`config.mk`:
```
export PLATFORM = sky130hd
export DESIGN_NAME = i2c_master_transfer_sequencer_top
export DESIGN_NICKNAME = d
export VERILOG_FILES = /design/src/i2cmts_pkg.sv /design/src/i2c_master_transfer_sequencer_top.sv /design/src/i2cmts_ram.sv /design/src/i2cmts_seq.sv
export SDC_FILE = /design/constraint.sdc
export NUM_CORES = 2
export LEC_CHECK = 0
export CAP_MARGIN = 15
export CORE_MARGIN = 3
export CORE_UTILIZATION = 35
export CTS_BUF_LIST = sky130_fd_sc_hd__clkbuf_4
export CTS_CLUSTER_SIZE = 12
export DETAILED_ROUTE_END_ITERATION = 16
export DONT_BUFFER_PORTS = 1
export SLEW_MARGIN = 30
export SYNTH_ARGS = -nofsm -noshare
export SYNTH_HDL_FRONTEND = slang
export SYNTH_HIERARCHICAL = 1
export SYNTH_SLANG_ARGS = --single-unit
```
`constraint.sdc`:
```
create_clock -name clk_i -period 5.7 [get_ports clk_i]
set_input_delay 1.425 -clock clk_i [delete_from_list [all_inputs] [get_ports clk_i]]
set_output_delay 1.425 -clock clk_i [all_outputs]
set_load 0.03 [all_outputs]
```
`src/i2cmts_pkg.sv`:
```
// ----------------------------------------------------------------------------
// i2cmts_pkg
// Shared types, codes and constants of the I2C master transfer sequencer.
// ----------------------------------------------------------------------------
package i2cmts_pkg;

  // transmit store depth and its address width
  localparam int unsigned MaxBytes = 256;
  localparam int unsigned AddrW    = $clog2(MaxBytes);

  // controller states, numbered as reported in state_code
  typedef enum logic [2:0] {
    StStopped = 3'd0,
    StIdle    = 3'd1,
    StBusy    = 3'd2,
    StDone    = 3'd3,
    StDoneStp = 3'd4,
    StError   = 3'd5
  } state_e;

  // item kinds
  typedef enum logic [1:0] {
    ReqEvent = 2'd0,
    ReqLoad  = 2'd1,
    ReqStart = 2'd2,
    ReqRead  = 2'd3
  } req_e;

  // configuration register indexes
  typedef enum logic [1:0] {
    CfgSlaveAddr = 2'd0,
    CfgReadMode  = 2'd1,
    CfgAutoStop  = 2'd2,
    CfgLength    = 2'd3
  } cfg_idx_e;

  // bus status codes
  localparam logic [7:0] StaStart    = 8'h08;
  localparam logic [7:0] StaRepStart = 8'h10;
  localparam logic [7:0] StaAddrAck  = 8'h18;
  localparam logic [7:0] StaDataAck  = 8'h28;
  localparam logic [7:0] StaDataNack = 8'h30;
  localparam logic [7:0] StaRxAddr   = 8'h40;
  localparam logic [7:0] StaRxAck    = 8'h50;
  localparam logic [7:0] StaRxNack   = 8'h58;
  localparam logic [7:0] StaNoInfo   = 8'hF8;

  // control set bits
  localparam logic [2:0] SetAck   = 3'b001;
  localparam logic [2:0] SetStop  = 3'b010;
  localparam logic [2:0] SetStart = 3'b100;

  // control clear bits
  localparam logic [2:0] ClrAck   = 3'b001;
  localparam logic [2:0] ClrFlag  = 3'b010;
  localparam logic [2:0] ClrStart = 3'b100;

  // configuration registers
  typedef struct packed {
    logic [6:0] slave_address;
    logic       read_mode;
    logic       stop_on_done;
    logic [8:0] transfer_length;
  } cfg_t;

  // controller state registers
  typedef struct packed {
    state_e     state;
    logic [8:0] pos;
    logic [7:0] last_status;
    logic       events_en;
  } ctl_t;

  // one input item
  typedef struct packed {
    req_e       req_type;
    logic [7:0] status_code;
    logic [7:0] bus_byte;
    logic [7:0] load_index;
  } item_t;

  // one result item
  typedef struct packed {
    logic [2:0] ctrl_set;
    logic [2:0] ctrl_clear;
    logic       data_write_valid;
    logic [7:0] data_out;
    logic       rx_valid;
    logic [7:0] rx_index;
    logic [2:0] state_code;
    logic [7:0] error_code;
    logic       accepted;
    logic       irq_enable;
  } res_t;

  // transmit store write request
  typedef struct packed {
    logic             we;
    logic [AddrW-1:0] addr;
    logic [7:0]       data;
  } wr_t;

endpackage

```
`src/i2c_master_transfer_sequencer_top.sv`:
```
// ----------------------------------------------------------------------------
// i2c_master_transfer_sequencer_top
// Status-driven I2C master transfer sequencer with streaming ports.
// ----------------------------------------------------------------------------
// Each transaction on the input stream gives exactly one result transaction.
// The block takes one item per clock cycle while the result stream is not
// stalled: an item is captured in an input register, decided in one pass of
// logic against the controller state, and its result is held in an output
// register; a stalled result still lets one more item in. The rate is set
// by the state update loop. The 256-entry transmit store is a RAM read ahead
// at the next byte position, with a forward of a load to that same position;
// it needs no clearing pass after reset. The user must write configuration
// registers only while the block is idle; the block does not enforce this.
// ----------------------------------------------------------------------------
module i2c_master_transfer_sequencer_top (
  input  logic        clk_i,
  input  logic        rst_ni,
  // configuration write port
  input  logic        cfg_we_i,
  input  logic [1:0]  cfg_addr_i,
  input  logic [8:0]  cfg_wdata_i,
  // input stream
  input  logic        s_axis_tvalid,
  output logic        s_axis_tready,
  // status_code [7:0], bus_byte [15:8], load_index [23:16]
  input  logic [23:0] s_axis_tdata,
  // req_type [1:0]
  input  logic [1:0]  s_axis_tuser,
  // result stream
  output logic        m_axis_tvalid,
  input  logic        m_axis_tready,
  // ctrl_set [2:0], ctrl_clear [5:3], data_write_valid [6], data_out [14:7],
  // rx_valid [15], rx_index [23:16], state_code [26:24], error_code [34:27],
  // accepted [35], irq_enable [36], zero [39:37]
  output logic [39:0] m_axis_tdata
);

  i2cmts_pkg::cfg_t  cfg_q;
  i2cmts_pkg::ctl_t  ctl_q, ctl_d, ctl_nxt;
  i2cmts_pkg::item_t item_q;
  i2cmts_pkg::res_t  res, res_q;
  i2cmts_pkg::wr_t   wr;
  logic              in_valid_q;
  logic              out_valid_q;
  logic              in_fire;
  logic              advance;
  logic              ram_we;
  logic [i2cmts_pkg::AddrW-1:0] ram_raddr;
  logic [7:0]        ram_rdata;
  logic              byp_valid_q;
  logic [7:0]        byp_data_q;
  logic              pos_in_range;
  logic [7:0]        tx_byte;

  // handshake
  assign advance       = in_valid_q && (!out_valid_q || m_axis_tready);
  assign s_axis_tready = !in_valid_q || advance;
  assign in_fire       = s_axis_tvalid && s_axis_tready;

  // configuration registers
  always_ff @(posedge clk_i or negedge rst_ni) begin
    if (!rst_ni) begin
      cfg_q <= '0;
    end else if (cfg_we_i) begin
      unique case (i2cmts_pkg::cfg_idx_e'(cfg_addr_i))
        i2cmts_pkg::CfgSlaveAddr: cfg_q.slave_address   <= cfg_wdata_i[6:0];
        i2cmts_pkg::CfgReadMode:  cfg_q.read_mode       <= cfg_wdata_i[0];
        i2cmts_pkg::CfgAutoStop:  cfg_q.stop_on_done    <= cfg_wdata_i[0];
        i2cmts_pkg::CfgLength:    cfg_q.transfer_length <= cfg_wdata_i;
        default: begin
        end
      endcase
    end
  end

  // input register
  always_ff @(posedge clk_i or negedge rst_ni) begin
    if (!rst_ni) begin
      in_valid_q <= 1'b0;
    end else if (in_fire) begin
      in_valid_q <= 1'b1;
    end else if (advance) begin
      in_valid_q <= 1'b0;
    end
  end

  always_ff @(posedge clk_i) begin
    if (in_fire) begin
      item_q.req_type    <= i2cmts_pkg::req_e'(s_axis_tuser);
      item_q.status_code <= s_axis_tdata[7:0];
      item_q.bus_byte    <= s_axis_tdata[15:8];
      item_q.load_index  <= s_axis_tdata[23:16];
    end
  end

  // transmit byte at the current position, zero past the store
  assign pos_in_range = 32'(ctl_q.pos) < i2cmts_pkg::MaxBytes;
  assign tx_byte      = !pos_in_range ? 8'd0 : (byp_valid_q ? byp_data_q : ram_rdata);

  // item decision
  i2cmts_seq u_seq (
    .item_i    (item_q),
    .ctl_i     (ctl_q),
    .cfg_i     (cfg_q),
    .tx_byte_i (tx_byte),
    .ctl_o     (ctl_nxt),
    .res_o     (res),
    .wr_o      (wr)
  );

  // controller state register
  assign ctl_d = advance ? ctl_nxt : ctl_q;

  always_ff @(posedge clk_i or negedge rst_ni) begin
    if (!rst_ni) begin
      ctl_q.state       <= i2cmts_pkg::StStopped;
      ctl_q.pos         <= '0;
      ctl_q.last_status <= '0;
      ctl_q.events_en   <= 1'b0;
    end else begin
      ctl_q <= ctl_d;
    end
  end

  // transmit store, read ahead at the next position
  assign ram_we    = advance && wr.we;
  assign ram_raddr = i2cmts_pkg::AddrW'(ctl_d.pos);

  i2cmts_ram #(
    .Width (8),
    .Depth (i2cmts_pkg::MaxBytes)
  ) u_tx_store (
    .clk_i   (clk_i),
    .we_i    (ram_we),
    .waddr_i (wr.addr),
    .wdata_i (wr.data),
    .raddr_i (ram_raddr),
    .rdata_o (ram_rdata)
  );

  // forward a load that lands on the address being read
  always_ff @(posedge clk_i or negedge rst_ni) begin
    if (!rst_ni) begin
      byp_valid_q <= 1'b0;
    end else begin
      byp_valid_q <= ram_we && (wr.addr == ram_raddr);
    end
  end

  always_ff @(posedge clk_i) begin
    byp_data_q <= wr.data;
  end

  // result register
  always_ff @(posedge clk_i or negedge rst_ni) begin
    if (!rst_ni) begin
      out_valid_q <= 1'b0;
    end else if (advance) begin
      out_valid_q <= 1'b1;
    end else if (m_axis_tready) begin
      out_valid_q <= 1'b0;
    end
  end

  always_ff @(posedge clk_i) begin
    if (advance) begin
      res_q <= res;
    end
  end

  // result packing
  assign m_axis_tvalid = out_valid_q;
  assign m_axis_tdata  = {3'b000,
                          res_q.irq_enable,
                          res_q.accepted,
                          res_q.error_code,
                          res_q.state_code,
                          res_q.rx_index,
                          res_q.rx_valid,
                          res_q.data_out,
                          res_q.data_write_valid,
                          res_q.ctrl_clear,
                          res_q.ctrl_set};

endmodule

```
`src/i2cmts_ram.sv`:
```
// ----------------------------------------------------------------------------
// i2cmts_ram
// Generic single write port RAM with one registered read port.
// ----------------------------------------------------------------------------
module i2cmts_ram #(
  parameter int unsigned Width = 8,
  parameter int unsigned Depth = 256
) (
  input  logic                     clk_i,
  input  logic                     we_i,
  input  logic [$clog2(Depth)-1:0] waddr_i,
  input  logic [Width-1:0]         wdata_i,
  input  logic [$clog2(Depth)-1:0] raddr_i,
  output logic [Width-1:0]         rdata_o
);

  logic [Width-1:0] mem_q [Depth];
  logic [Width-1:0] rdata_q;

  // write port and registered read, old data on a same-address collision
  always_ff @(posedge clk_i) begin
    if (we_i) begin
      mem_q[waddr_i] <= wdata_i;
    end
    rdata_q <= mem_q[raddr_i];
  end

  assign rdata_o = rdata_q;

endmodule

```
`src/i2cmts_seq.sv`:
```
// ----------------------------------------------------------------------------
// i2cmts_seq
// Next-state and result logic for one item of the transfer sequencer.
// ----------------------------------------------------------------------------
module i2cmts_seq (
  input  i2cmts_pkg::item_t item_i,
  input  i2cmts_pkg::ctl_t  ctl_i,
  input  i2cmts_pkg::cfg_t  cfg_i,
  input  logic [7:0]        tx_byte_i,
  output i2cmts_pkg::ctl_t  ctl_o,
  output i2cmts_pkg::res_t  res_o,
  output i2cmts_pkg::wr_t   wr_o
);

  logic                signed [10:0] pos_s;
  logic                signed [10:0] len_s;
  logic                       fail;
  logic                       finish;
  i2cmts_pkg::state_e         shown;

  assign pos_s = $signed({2'b00, ctl_i.pos});
  assign len_s = $signed({2'b00, cfg_i.transfer_length});

  // decode the item against the controller state
  always_comb begin
    ctl_o   = ctl_i;
    res_o   = '0;
    wr_o    = '0;
    fail    = 1'b0;
    finish  = 1'b0;
    shown   = ctl_i.state;

    unique case (item_i.req_type)
      i2cmts_pkg::ReqEvent: begin
        if (ctl_i.events_en) begin
          res_o.accepted    = 1'b1;
          ctl_o.last_status = item_i.status_code;
          unique case (item_i.status_code)
            // start or repeated start: send address with direction
            i2cmts_pkg::StaStart, i2cmts_pkg::StaRepStart: begin
              ctl_o.state            = i2cmts_pkg::StBusy;
              res_o.data_write_valid = 1'b1;
              res_o.data_out         = {cfg_i.slave_address, cfg_i.read_mode};
              res_o.ctrl_clear       = i2cmts_pkg::ClrFlag | i2cmts_pkg::ClrStart;
            end
            // transmit acknowledged: next byte or completion
            i2cmts_pkg::StaAddrAck, i2cmts_pkg::StaDataAck: begin
              if (cfg_i.read_mode) begin
                fail = 1'b1;
              end else if (pos_s < len_s) begin
                res_o.data_write_valid = 1'b1;
                res_o.data_out         = tx_byte_i;
                ctl_o.pos              = ctl_i.pos + 9'd1;
                res_o.ctrl_clear       = i2cmts_pkg::ClrFlag;
              end else begin
                finish = 1'b1;
              end
            end
            // data not acknowledged: fine only after the last byte
            i2cmts_pkg::StaDataNack: begin
              if (cfg_i.read_mode || (ctl_i.pos != cfg_i.transfer_length)) begin
                fail = 1'b1;
              end else begin
                finish = 1'b1;
              end
            end
            // address acknowledged for receive
            i2cmts_pkg::StaRxAddr: begin
              if (!cfg_i.read_mode) begin
                fail = 1'b1;
              end else begin
                if (pos_s < (len_s - 11'sd1)) begin
                  res_o.ctrl_set = i2cmts_pkg::SetAck;
                end else begin
                  res_o.ctrl_clear = i2cmts_pkg::ClrAck;
                end
                res_o.ctrl_clear = res_o.ctrl_clear | i2cmts_pkg::ClrFlag;
              end
            end
            // byte received and acknowledged
            i2cmts_pkg::StaRxAck: begin
              if (!cfg_i.read_mode) begin
                fail = 1'b1;
              end else begin
                res_o.rx_valid = 1'b1;
                res_o.rx_index = ctl_i.pos[7:0];
                if (pos_s < (len_s - 11'sd2)) begin
                  res_o.ctrl_set = i2cmts_pkg::SetAck;
                end else begin
                  res_o.ctrl_clear = i2cmts_pkg::ClrAck;
                end
                ctl_o.pos        = ctl_i.pos + 9'd1;
                res_o.ctrl_clear = res_o.ctrl_clear | i2cmts_pkg::ClrFlag;
              end
            end
            // last byte received without acknowledge
            i2cmts_pkg::StaRxNack: begin
              if (!cfg_i.read_mode || (pos_s != (len_s - 11'sd1))) begin
                fail = 1'b1;
              end else begin
                res_o.rx_valid = 1'b1;
                res_o.rx_index = ctl_i.pos[7:0];
                finish         = 1'b1;
              end
            end
            // no relevant status: nothing to do
            i2cmts_pkg::StaNoInfo: begin
            end
            default: begin
              fail = 1'b1;
            end
          endcase

          // transfer complete
          if (finish) begin
            if (cfg_i.stop_on_done) begin
              res_o.ctrl_set   = res_o.ctrl_set | i2cmts_pkg::SetStop;
              res_o.ctrl_clear = res_o.ctrl_clear | i2cmts_pkg::ClrFlag;
              ctl_o.state      = i2cmts_pkg::StDoneStp;
            end else begin
              ctl_o.state = i2cmts_pkg::StDone;
            end
            ctl_o.events_en = 1'b0;
          end

          // unexpected code: error and stop
          if (fail) begin
            ctl_o.state      = i2cmts_pkg::StError;
            res_o.ctrl_set   = i2cmts_pkg::SetStop;
            res_o.ctrl_clear = i2cmts_pkg::ClrFlag;
            ctl_o.events_en  = 1'b0;
          end
        end
        shown = ctl_o.state;
      end

      // load a transmit byte when not busy
      i2cmts_pkg::ReqLoad: begin
        if ((ctl_i.state != i2cmts_pkg::StBusy) &&
            (32'(item_i.load_index) < i2cmts_pkg::MaxBytes)) begin
          wr_o.we        = 1'b1;
          wr_o.addr      = i2cmts_pkg::AddrW'(item_i.load_index);
          wr_o.data      = item_i.bus_byte;
          res_o.accepted = 1'b1;
        end
      end

      // start a transfer unless busy
      i2cmts_pkg::ReqStart: begin
        if (ctl_i.state != i2cmts_pkg::StBusy) begin
          ctl_o.pos      = '0;
          res_o.ctrl_set = i2cmts_pkg::SetStart;
          if (ctl_i.state == i2cmts_pkg::StIdle) begin
            res_o.ctrl_clear = i2cmts_pkg::ClrFlag;
          end
          ctl_o.events_en = 1'b1;
          res_o.accepted  = 1'b1;
        end
      end

      // status read reports the state before it and retires done states
      i2cmts_pkg::ReqRead: begin
        if (ctl_i.state == i2cmts_pkg::StDone) begin
          ctl_o.state = i2cmts_pkg::StIdle;
        end else if (ctl_i.state == i2cmts_pkg::StDoneStp) begin
          ctl_o.state = i2cmts_pkg::StStopped;
        end
        res_o.accepted = 1'b1;
      end

      default: begin
      end
    endcase

    res_o.state_code = shown;
    res_o.error_code = (shown == i2cmts_pkg::StError) ? ctl_o.last_status : 8'd0;
    res_o.irq_enable = ctl_o.events_en;
  end

endmodule
```
==> impl_metrics.tcl <==
set metrics [dict create \
    synth-main-ff-cell "edfxtp_1" \
    nFillCells 21700 \
    yosys_warnings 6 \
    holdCritPathClass "in2reg" \
    cpLargestDelayFamily "simple AND/OR/NAND/NOR gates" \
    drc 0 \
    crit_chain "or4_1 > nor4_2 > and2_0 > a21oi_1 > nor2_1 > o21ai_0 > o21ai_0 > a22o_1 > mux2_4 > clkinv_1 > buf_4 > nand2_1 > o22ai_1 > nor3_1 > nor4_2 > buf_4 > nor4_2" \
    timing.final.crit_share_pct 95.6 \
    stdcell_count 8405 \
    syn_area_per_cell_sq_um 20.0 \
    hpwl_mm 139 \
    fp.dieArea_sq_mm 0.251 \
    relSlewSlack_pct 33.0 \
    grt_pass1_vias 46800 \
    wirelength_mm 225 \
    syn_to_final_growth_pct 14.0 \
    critPathLaunchType "register" \
    multiInputGateArea_sq_mm 0.0197 \
    p_per_area_mw_per_mm2 328 \
    drt_iter0_drc 5177 \
    setup_viol 0 \
    worst-setup-path-type "reg2reg" \
    seqPwrFrac_pct 55.2 \
    skew_ns 0.148 \
    p_switching_mw 6.95 \
    hold_depth 1 \
    timing.rr.end "u_tx_store/rdata_o[0]" \
    start_util_pct 35.2 \
    p_int_mw 25.1 \
    pre_cts_slack_ns -0.268 \
    vias 45800 \
    critPathCaptureType "register" \
    cpMostUsedCell "nor4_2" \
    cp.arrival_ns 6.73 \
    holdCritStartpoint "cfg_wdata_i[2]" \
    fin_nets 4910 \
    synthCells 4293 \
    slew_viol_final 0 \
    vdd_drop_max_v 0.000192 \
    cp_num_buf_inv 3 \
    placedCellCount 7455 \
    h-tree-depth 6 \
    core-area_sq_mm 0.243 \
    hold_viol 0 \
    drt-vias-per-instance 5.45 \
    drv_cap 0 \
    routabilityCongestion 0.888 \
    portBuffers 0 \
    cts_setup_buffers 0 \
    combPwrFrac_pct 3.3 \
    min_period_ns 5.45 \
    numClockSinks 2169 \
    antenna_found_initial 7 \
    regArea_sq_mm 0.0648 \
    die_w_um 501 \
    cts_buffers 573 \
    tightestPinTransition_ns 1.00 \
    p_sw_share_pct 21.7 \
    ys_seq_elements 2169 \
    overflow 0 \
    synth_area_sq_mm 0.0858 \
    crit_slowest_cell "nor3_1" \
    detail_route.first_pass.iterations 6 \
    leakage_nw 31.7 \
    wl_per_cell_um 26.7 \
    drive_gt1_share_pct 32.1 \
    die_h_um 501 \
    clkPwrFrac_pct 41.5 \
    hold_end "cfg_q[13]" \
    critical_path_required_ns 6.98 \
    critPathMaxFanout 15 \
    synthArstFlopShare_pct 1.94 \
    cts_tree "done" \
    worstRegToRegCells 17 \
    clkTransAtPathRegs_ns 0.08 \
    cts-root-buf "clkbuf_4" \
    grt_start_max_net_pins 194 \
    grt_first_pass_wirelength_mm 324 \
    rows 181 \
    yosysSeqAreaShare_pct 75.5 \
    ys_types 86 \
    critical-path-max-stage-delay_ns 0.69 \
    status "completed" \
    final_antenna_net_count 0 \
    clk_latency_ns 1.37 \
    io_pins 84 \
    grt_usage_pct 17.6 \
    synth_edf_count 2111 \
    clockBufferDepth 4 \
    fmax_mhz 184 \
    r2r_start "item_q[17]" \
    rrSetupSlack_ns 0.25 \
    setup_slack_ns 0.253 \
]
metal layers:
metal / wire [um] / global-route usage [%] / vias to the layer above
met5: 20 / 0 / -
met4: 6650 / 6.52 / 2
met3: 20900 / 4.57 / 402
met2: 107000 / 27.7 / 2300
met1: 90200 / 23.5 / 23900
li1: - / - / 19200
cell usage in the layout, fill, tap and decap left out, types with 38 or more instances in the layout:
cell      instances
a22oi_1         142
o221ai_1         46
a21oi_1         118
o21ai_0          40
buf_4           173
buf_12           39
clkinv_1         73
nor2_1          307
edfxtp_1       2111
nand2_1          55
clkbuf_4        834
nor2b_1          38
nand3_1          44
mux2i_1         142
mux2_2           43
dfrtp_1          42
mux4_2          454
power by group through the flow:
stage | Clock [mW] | Combinational, mW | Sequential (mW)
6_report | 13.3 | 1.07 | 17.7
5_1_grt | 14.5 | 1.16 | 17.7
4_1_cts | 13.7 | 1.06 | 17.7
3_5_place_dp | 0 | 1.05 | 18.0
3_3_place_gp | 0 | 1.02 | 18.0
2_1_floorplan | 0 | 0.722 | 18.0
cell type report:
type / count / area share, %
inverters: 29 / 0.111
clock buffers: 834 / 6.40
clock inverters: 109 / 0.756
repair buffers: 218 / 2.26
flip-flops and latches: 2169 / 66.2
multi-input cells: 1842 / 20.1
well taps: 3202 / 4.10
diodes: 2 / 0.00512
synthesized netlist by cell type (22+ instances only):
master    count  area [sq um]
edfxtp_1   2111         63400
nand3_1      44           220
a211oi_1     25           188
clkbuf_1    122           458
inv_1        26          97.6
nor2b_1      41           257
mux4_2      454         10200
buf_1        23          86.3
a21oi_1     118           591
dfrtp_1      42          1050
buf_4        31           233
o22ai_1      28           175
nand2_1      57           214
nor2_1      326          1220
nor4_1       31           194
buf_6        22           248
o21ai_0      41           205
a22oi_1     142          1070
mux2_2       46           518
mux2i_1     142          1420
nor3_1       32           160
and3_1       23           144
ha_1         35           438
o221ai_1     46           403
buf_2        37           185
kinds of logic after synthesis:
kind of cell             Yosys count  share of synthesized area (%)
AND/OR/NAND/NOR                  642                           3.56
adder cells (fa/ha/maj)           35                          0.510
buffers and inverters            285                           1.95
multiplexers                     644                           14.2
AO/OA/AOI/OAI                    495                           4.03
XOR/XNOR                          22                          0.225
flip-flops                      2169                           75.5
other                              1                        0.00437
per-stage QoR:
stage               setup TNS (ns)  cell area, sq um  power, mW  hold WS [ns]  utilization, %
global placement            -0.621             90500       19.1         0.482            37.2
detailed placement          -0.713             90500       19.1         0.491            37.2
floorplan                        0             85800       18.8         0.474               -
CTS                              0             97600       32.4       0.00727            40.1
finish                           0             97800       32.1         0.204            40.2
global route               -0.0434             97800       33.4        0.0862            40.2
worst max-delay path by stage:
stage                                   to  startpoint  slack (ns)  cells after the start
global route         u_tx_store/rdata_o[4]  item_q[16]       -0.02                     16
detailed placement   u_tx_store/rdata_o[2]  item_q[16]       -0.27                     17
CTS                  u_tx_store/rdata_o[4]  item_q[17]        0.03                     17
finish               u_tx_store/rdata_o[0]  item_q[17]        0.25                     17
floorplan           u_tx_store/mem_q[0][7]   ctl_q[18]        0.56                      4
global placement     u_tx_store/rdata_o[2]  item_q[16]       -0.27                     17
registers in the layout, indices dropped and copies added (netlist names):
signal	count
cfg_q	18
m_axis_tvalid	1
u_tx_store/mem_q	2048
byp_data_q	8
m_axis_tdata	37
byp_valid_q	1
in_valid_q	1
u_tx_store/rdata_o	8
ctl_q	21
item_q	26
repair_timing:
action,in CTS,in global routing
gates cloned,0,1
resized for setup,6,19
endpoints found under the setup margin,4,8
endpoints found under the hold margin,42,0
hold buffers,2,0
Power figures use the tool's default switching activity.
